`src/rtl/core/record_sorter_with_top_score_top_macros.svh`:
```
// Assertion helpers used by the sorter top module.
`ifndef RECORD_SORTER_WITH_TOP_SCORE_TOP_MACROS_SVH
`define RECORD_SORTER_WITH_TOP_SCORE_TOP_MACROS_SVH

// Same-cycle implication, checked on every rising edge outside reset.
`define RSS_ASSERT_NOW(lbl, ante, cons, msg) \
  lbl: assert property (@(posedge clk) disable iff (rst) (ante) |-> (cons)) else $error(msg);

// Next-cycle implication, checked on every rising edge outside reset.
`define RSS_ASSERT_NEXT(lbl, ante, cons, msg) \
  lbl: assert property (@(posedge clk) disable iff (rst) (ante) |=> (cons)) else $error(msg);

`endif

```
`src/rtl/core/rss_pkg.sv`:
```
package rss_pkg;

  localparam int NAME_BYTES = 32;
  localparam int NAME_W     = 256;
  localparam int NAME_LANES = NAME_W / 8;
  localparam int ID_W       = 32;
  localparam int SCORE_W    = 14;
  localparam int KEY_W      = NAME_W + ID_W;

  // Sort key: name with everything after its first zero byte cleared, then
  // the id with its sign bit flipped, so a plain unsigned compare orders it.
  typedef logic [KEY_W-1:0] key_t;

  typedef struct packed {
    logic [NAME_W-1:0]        name;
    logic signed [ID_W-1:0]   id;
    logic [SCORE_W-1:0]       score;
  } record_t;

  typedef struct packed {
    logic    valid;
    key_t    key;
    record_t rec;
  } cell_t;

  typedef struct packed {
    logic insert;
    logic shift;
  } cell_ctrl_t;

  typedef struct packed {
    logic    valid;
    logic    last;
    logic    store;
    key_t    key;
    record_t rec;
  } stage_t;

endpackage

```
`src/rtl/core/rss_in_if.sv`:
```
interface rss_in_if;
  logic               valid;
  logic               ready;
  logic [63:0]        name_word0;
  logic [63:0]        name_word1;
  logic [63:0]        name_word2;
  logic [63:0]        name_word3;
  logic signed [31:0] student_id;
  logic [13:0]        score;
  logic               last_record;

  modport source (output valid, name_word0, name_word1, name_word2, name_word3,
                  student_id, score, last_record, input ready);
  modport sink (input valid, name_word0, name_word1, name_word2, name_word3,
                student_id, score, last_record, output ready);
endinterface

```
`src/rtl/core/rss_intake.sv`:
```
module rss_intake #(
  parameter int MAX_RECORDS = 64,
  localparam int SEQ_W = $clog2(MAX_RECORDS),
  localparam int CNT_W = $clog2(MAX_RECORDS + 1)
) (
  input  logic                clk,
  input  logic                rst,
  rss_in_if.sink              load,
  input  logic                busy,
  input  logic                clear,
  output rss_pkg::stage_t     stage,
  output logic [SEQ_W-1:0]    stage_seq,
  output logic                best_valid,
  output logic [SEQ_W-1:0]    best_index
);

  function automatic logic [rss_pkg::NAME_W-1:0] name_mask();
    logic [rss_pkg::NAME_W-1:0] m;
    m = '0;
    for (int k = 0; k < rss_pkg::NAME_LANES; k++) begin
      m[rss_pkg::NAME_W-1-8*k -: 8] = (k < rss_pkg::NAME_BYTES) ? 8'hFF : 8'h00;
    end
    return m;
  endfunction

  localparam logic [rss_pkg::NAME_W-1:0] NameMask = name_mask();

  // Each byte is cleared when any earlier byte is zero; every byte is
  // resolved on its own, so this is a flat set of OR reductions.
  function automatic rss_pkg::key_t make_key(input logic [rss_pkg::NAME_W-1:0] nm,
                                             input logic [rss_pkg::ID_W-1:0] id);
    logic [rss_pkg::NAME_LANES-1:0] zero;
    logic [rss_pkg::NAME_LANES-1:0] below;
    logic [rss_pkg::NAME_W-1:0]     canon;
    for (int k = 0; k < rss_pkg::NAME_LANES; k++) begin
      zero[k] = (nm[rss_pkg::NAME_W-1-8*k -: 8] == 8'h00);
    end
    for (int k = 0; k < rss_pkg::NAME_LANES; k++) begin
      below = rss_pkg::NAME_LANES'((64'd1 << k) - 64'd1);
      canon[rss_pkg::NAME_W-1-8*k -: 8] =
        (|(zero & below)) ? 8'h00 : nm[rss_pkg::NAME_W-1-8*k -: 8];
    end
    return {canon, ~id[rss_pkg::ID_W-1], id[rss_pkg::ID_W-2:0]};
  endfunction

  logic [CNT_W-1:0]            count;
  logic [rss_pkg::SCORE_W-1:0] best_score;
  logic                        accept;
  logic                        room;
  logic [rss_pkg::NAME_W-1:0]  name_in;

  assign load.ready = !busy && !(stage.valid && stage.last);
  assign accept     = load.valid && load.ready;
  assign room       = (count < CNT_W'(MAX_RECORDS));
  assign name_in    = {load.name_word0, load.name_word1, load.name_word2, load.name_word3}
                      & NameMask;

  always_ff @(posedge clk) begin
    if (rst) begin
      stage.valid <= 1'b0;
      count       <= '0;
      best_score  <= '0;
      best_index  <= '0;
      best_valid  <= 1'b0;
    end else begin
      stage.valid <= accept;
      if (clear) begin
        count      <= '0;
        best_score <= '0;
        best_index <= '0;
        best_valid <= 1'b0;
      end else if (accept && room) begin
        count <= count + CNT_W'(1);
        if (load.score > best_score) begin
          best_score <= load.score;
          best_index <= count[SEQ_W-1:0];
          best_valid <= 1'b1;
        end
      end
    end
    if (accept) begin
      stage.last      <= load.last_record;
      stage.store     <= room;
      stage.key       <= make_key(name_in, load.student_id);
      stage.rec.name  <= name_in;
      stage.rec.id    <= load.student_id;
      stage.rec.score <= load.score;
      stage_seq       <= count[SEQ_W-1:0];
    end
  end

endmodule

```
`src/flat_wrapper.sv`:
```
// flat-port wrapper written by rule: the top's interface ports become plain ports
module rss_intake_flat 
#(
  parameter int MAX_RECORDS = 64,
  localparam int SEQ_W = $clog2(MAX_RECORDS),
  localparam int CNT_W = $clog2(MAX_RECORDS + 1)
)
  (clk, rst, busy, clear, stage, stage_seq, best_valid, best_index, load_valid, load_name_word0, load_name_word1, load_name_word2, load_name_word3, load_student_id, load_score, load_last_record, load_ready);
  rss_in_if load_i ();
  input  logic clk;
  input  logic rst;
  input  logic busy;
  input  logic clear;
  output rss_pkg::stage_t stage;
  output logic [SEQ_W-1:0] stage_seq;
  output logic best_valid;
  output logic [SEQ_W-1:0] best_index;
  input wire logic [$bits(load_i.valid)-1:0] load_valid;
  input wire logic [$bits(load_i.name_word0)-1:0] load_name_word0;
  input wire logic [$bits(load_i.name_word1)-1:0] load_name_word1;
  input wire logic [$bits(load_i.name_word2)-1:0] load_name_word2;
  input wire logic [$bits(load_i.name_word3)-1:0] load_name_word3;
  input wire logic [$bits(load_i.student_id)-1:0] load_student_id;
  input wire logic [$bits(load_i.score)-1:0] load_score;
  input wire logic [$bits(load_i.last_record)-1:0] load_last_record;
  output wire logic [$bits(load_i.ready)-1:0] load_ready;
  assign load_i.valid = load_valid;
  assign load_i.name_word0 = load_name_word0;
  assign load_i.name_word1 = load_name_word1;
  assign load_i.name_word2 = load_name_word2;
  assign load_i.name_word3 = load_name_word3;
  assign load_i.student_id = load_student_id;
  assign load_i.score = load_score;
  assign load_i.last_record = load_last_record;
  assign load_ready = load_i.ready;
  rss_intake #(.MAX_RECORDS(MAX_RECORDS)) u_core (.clk(clk), .rst(rst), .load(load_i), .busy(busy), .clear(clear), .stage(stage), .stage_seq(stage_seq), .best_valid(best_valid), .best_index(best_index));
endmodule
```
`config.mk`:
```
export PLATFORM = sky130hd
export DESIGN_NAME = rss_intake_flat
export DESIGN_NICKNAME = d
export VERILOG_FILES = /design/src/rtl/core/record_sorter_with_top_score_top_macros.svh /design/src/rtl/core/rss_pkg.sv /design/src/rtl/core/rss_in_if.sv /design/src/rtl/core/rss_intake.sv /design/src/flat_wrapper.sv
export SDC_FILE = /design/constraint.sdc
export NUM_CORES = 1
export LEC_CHECK = 0
export BUFFER_PORTS_ARGS = -buffer_cell sky130_fd_sc_hd__buf_2
export CAP_MARGIN = 20
export CORE_AREA = 8 8 354 356
export CTS_CLUSTER_DIAMETER = 200
export CTS_CLUSTER_SIZE = 30
export DETAILED_ROUTE_END_ITERATION = 8
export DIE_AREA = 0 0 362 364
export GPL_TIMING_DRIVEN = 0
export PLACE_DENSITY = 0.4
export SLEW_MARGIN = 20
export SYNTH_ARGS = -nofsm -noshare
export SYNTH_HDL_FRONTEND = slang
export SYNTH_SLANG_ARGS = --single-unit
```
`constraint.sdc`:
```
create_clock -name clk -period 24.4 [get_ports clk]
set_input_delay 4.88 -clock clk [delete_from_list [all_inputs] [get_ports clk]]
set_output_delay 4.88 -clock clk [all_outputs]
set_load 0.02 [all_outputs]
```
; ---- Word-level counts from Yosys, hierarchy flattened
; Cells that the tools add are included.
[word_totals]
ff_bits = 627
output_inout_bits = 607
elab_cells = 116
[classes]
n_addsub = 1
magnitude_cmp = 2
bitwise_logic = 1
reduce_logical = 69
[ops]
columns = operator, count
row1 = zero test 8 bit, 31
row2 = OR reduction 31 bit, 1
row3 = OR reduction 30 bit, 1
row4 = OR reduction 29 bit, 1
row5 = OR reduction 28 bit, 1
row6 = OR reduction 27 bit, 1
row7 = OR reduction 26 bit, 1
row8 = OR reduction 25 bit, 1
row9 = OR reduction 24 bit, 1
row10 = OR reduction 23 bit, 1
row11 = OR reduction 22 bit, 1
row12 = OR reduction 21 bit, 1
row13 = OR reduction 20 bit, 1
row14 = OR reduction 19 bit, 1
row15 = OR reduction 18 bit, 1
row16 = OR reduction 17 bit, 1
row17 = OR reduction 16 bit, 1
row18 = OR reduction 15 bit, 1
row19 = > comparator 14 bit, 1
row20 = OR reduction 14 bit, 1
row21 = OR reduction 13 bit, 1
row22 = OR reduction 12 bit, 1
row23 = OR reduction 11 bit, 1
row24 = OR reduction 10 bit, 1
row25 = other kinds (14), 19

; ---- Logic depth before layout (Yosys ltp)
[depth]
ltp_word = 6
mapped_depth = 9

; ---- Worst setup path before layout
; Ideal clock, no wire load.
[synth_timing]
path_kind = in2reg
startpoint = input port busy
endpoint = register u_core.stage[0] (netlist name)
setup_time_ns = 0.902
arrival_time_ns = 16.197
t_required_ns = 23.498
slack_ns = 7.301
stages = 3
cell_sequence = a21oi_1 nand2_1 inv_1
[synth_between]
elab_chain_len = 3
[synth_lines]
columns = element, line_no
row1 = start: declaration, flat_wrapper.sv:12  ; input logic busy;
row2 = zero test 1 bit, rss_intake.sv:52  ; assign load.ready = !busy && !(stage.valid && stage.last);
row3 = logical AND 1 bit, rss_intake.sv:52
row4 = logical AND 1 bit, rss_intake.sv:53  ; assign accept = load.valid && load.ready;
row5 = net u_core.accept, rss_intake.sv:48  ; logic accept;
; The timed path passes the listed nets, and every way through them passes these cells.
; A chain may end at the register's enable or synchronous reset.

; ---- Final worst setup path
[layout_timing]
startpoint = input port busy
endpoint = output port load_ready
[layout_between]
elab_chain_len = 2
[layout_lines]
columns = element, line_no
row1 = zero test 1 bit, rss_intake.sv:52
row2 = logical AND 1 bit, rss_intake.sv:52
row3 = end: declaration, flat_wrapper.sv:26  ; output wire logic [$bits(load_i.ready)-1:0] load_ready;
; No other way between the ends.

==> results.txt <==
chip width - 362 µm
status - complete, no violations
number of global-route vias before repair - 14670
Rel. slew slack - 0.3099
pwr dens - 66.55 mW/mm²
Vias per Instance - 3.702
CP top delay family - buffers and inverters
CP Buf/Inv Count - 2
# setup viols final - 0
core area - 0.1193 mm²
Final Hold Fails - 0
CTS resizes - 0
DRC - 0
DR vias - 13700
Synth Area per Inst - 18.54 µm²
final total power - 1.881 mW
Syn-to-layout area delta - 35.43%
fin nets - 2394
die height - 364 µm
Die ar. - 0.1318 mm²
H-tree levels - 1
placed cell count - 3658
final non-filler cell total - 3701
Slew @ Worst Pin - 1.027 ns
syn nets - 1449
Peak VDD IR - 49.75 µV
Placed Area - 0.02762 mm²
dominant synthesized flop cell - edfxtp_1
first-pass GRT wire length - 114.4 mm
CP required - 19.52 ns
Final Max Tran Viols - 0
clock-pin slew on the worst setup and hold paths - 0.11 ns
Post-Syn Area - 0.02087 mm²
IO Pins - 915
total grt overflow - 0
clock tree buffer depth - 3
CTS tree - yes
synthesis-stage register bit count - 588
GRT Util Overall - 0.1191
Final Skew - 0.02806 ns
cts hold-fix bufs - 0
routed len/inst - 22.67 µm
# Post-CTS Setup Buffers - 0
gpl congestion - 0.8768
proportion of layout cells with a drive suffix above 1 - 0.4865
RSZ-0062 raised after global routing - false
Hold WC Path Type - flip-flop to flip-flop
initial antenna violation count - 28
asr flop ratio synth - 0
Num CTS Buffers - 23
largest net degree at the start of global routing - 113
antenna-violating nets left - 0
sequential element share of the synthesized area - 0.8320
CP most frequent cell - buf_2
Cell Rows - 127
dpl hpwl - 68.79 mm
Worst Path Max Fanout - 2
Final Core Density - 0.2369
CP arrival - 5.35 ns
setup TNS - 0 ns
Tmin final - 10.23 ns
fin crit share - 0.4192
leakage power - 10.95 nW
critical path, cell by cell - buf_2 > a21oi_1 > buf_2
final instance area - 0.02827 mm²
Initial Util - 0.1749
CP Launch Type - input pin
drt total wl - 83.91 mm
clk sink count - 588
Cells after Synth - 1126
Root Driver - clkbuf_16
Detailed Routing Iterations Pass 1 - 5
Synth cell types - 44
Clock Latency Late Sink - 0.62 ns
PortBufs - 914
slowest cell delay on critical path - 0.20 ns
max_cap viols - 0
DR iter-0 viols - 731
EDFF count, synth - 559
maximum clock frequency - 97.76 MHz
Crit Path Class - input pin to output pin
CP endpoint kind - output pin
CP max-delay cell - buf_2
Synth warnings - 0
## metal layers
metal / vias up / global-route usage / part of all wire
met5: - / 0 / 0.00043
met4: 6 / 0.02960 / 0.028
met3: 77 / 0.04987 / 0.10
met2: 638 / 0.2157 / 0.51
met1: 6805 / 0.1281 / 0.36
li1: 6174 / - / -
## cell usage in the layout (no fill, tap or decap), types with 2 or more instances in the layout
| cell type | netlist | layout |
|---|---|---|
| xnor2_1 | 2 | 2 |
| nor2_2 | 1 | 2 |
| ha_1 | 15 | 15 |
| buf_2 | 4 | 919 |
| inv_8 | 0 | 2 |
| and2_1 | 136 | 136 |
| nand2b_1 | 2 | 2 |
| dfxtp_1 | 29 | 29 |
| buf_4 | 39 | 39 |
| diode_2 | 0 | 11 |
| a211oi_1 | 2 | 2 |
| buf_6 | 7 | 7 |
| a21boi_2 | 2 | 2 |
| and4_1 | 10 | 10 |
| and2_0 | 2 | 2 |
| nand2_1 | 27 | 27 |
| nor3_1 | 4 | 4 |
| and3_1 | 110 | 110 |
| xor2_1 | 3 | 3 |
| a21oi_1 | 9 | 9 |
| a211oi_2 | 2 | 2 |
| a22o_1 | 20 | 20 |
| nor2b_1 | 3 | 3 |
| nand4_1 | 3 | 3 |
| buf_16 | 0 | 5 |
| clkbuf_1 | 11 | 18 |
| o21ai_0 | 4 | 4 |
| or4_1 | 14 | 14 |
| nand3_1 | 2 | 2 |
| inv_1 | 19 | 18 |
| nor2_1 | 22 | 21 |
| edfxtp_1 | 559 | 559 |
| nor4_1 | 49 | 48 |
| clkbuf_16 | 0 | 23 |
## power breakdown
group / switching [mW] / total, mW / internal [mW]
combinational: 0.150 / 0.220 / 0.0708
sequential: 0.0120 / 1.17 / 1.16
clock: 0.314 / 0.491 / 0.177
## stage by stage
step | worst slack (ns) | hold slack [ns]
2_1_floorplan | 7.301 | 0.4493
3_3_place_gp | 2.324 | 0.4620
3_5_place_dp | 14.19 | 0.4666
4_1_cts | 14.19 | 0.4972
5_1_grt | 14.14 | 0.5118
6_report | 14.17 | 0.4915
## state kept, by name, summed over array words and instances (netlist names)
| register | count |
|---|---|
| u_core.best_valid | 1 |
| u_core.count | 7 |
| u_core.stage_seq | 6 |
| u_core.best_index | 6 |
| u_core.best_score | 14 |
| u_core.stage | 554 |
## cells by family after synthesis
kind of cell,count (synthesis),share of synthesized area
simple gates,395,0.1170
flops,588,0.8320
fa+ha+maj,15,0.008991
buf+inv,81,0.02434
xor+xnor,5,0.002098
compound gates,42,0.01558
## synth_stat cells (2+ instances only)
library cell | count | area, µm²
edfxtp_1 | 559 | 16790
a21oi_1 | 9 | 45.04
buf_2 | 4 | 20.02
nand3_1 | 2 | 10.01
a211oi_1 | 2 | 15.01
xnor2_1 | 2 | 17.52
o21ai_0 | 4 | 20.02
clkbuf_1 | 11 | 41.29
nor2b_1 | 3 | 18.77
nand4_1 | 3 | 18.77
inv_1 | 19 | 71.32
nor3_1 | 4 | 20.02
buf_6 | 7 | 78.83
and4_1 | 10 | 87.58
nor2_1 | 22 | 82.58
dfxtp_1 | 29 | 580.6
buf_4 | 39 | 292.8
or4_1 | 14 | 105.1
xor2_1 | 3 | 26.28
a21boi_2 | 2 | 22.52
a211oi_2 | 2 | 25.02
nor4_1 | 49 | 306.5
and3_1 | 110 | 688.2
nand2b_1 | 2 | 12.51
nand2_1 | 27 | 101.4
a22o_1 | 20 | 175.2
and2_1 | 136 | 850.8
and2_0 | 2 | 12.51
ha_1 | 15 | 187.7
## final cells by class
type                       count  area, µm²
antenna                       11      27.53
timing repair buffer         920       4717
multi-input combinational    457       3008
buffer                        62      436.7
clock inverter                 2      16.27
sequential                   588      17370
clock buffer                  30      601.8
fill                       12650      91070
tap                         1612       2017
inverter                      19      78.83
## path summary, 6_finish.rpt
check,from,end,slack (ns),cells past startpoint
setup reg to reg,u_core.stage[591],u_core.stage[434],21.42,5
hold / removal,u_core.best_index[5],u_core.best_index[5],0.49,1
setup / recovery,busy,load_ready,14.17,3
hold reg to reg,u_core.best_index[5],u_core.best_index[5],0.49,1
Power figures use the tool's default switching activity.
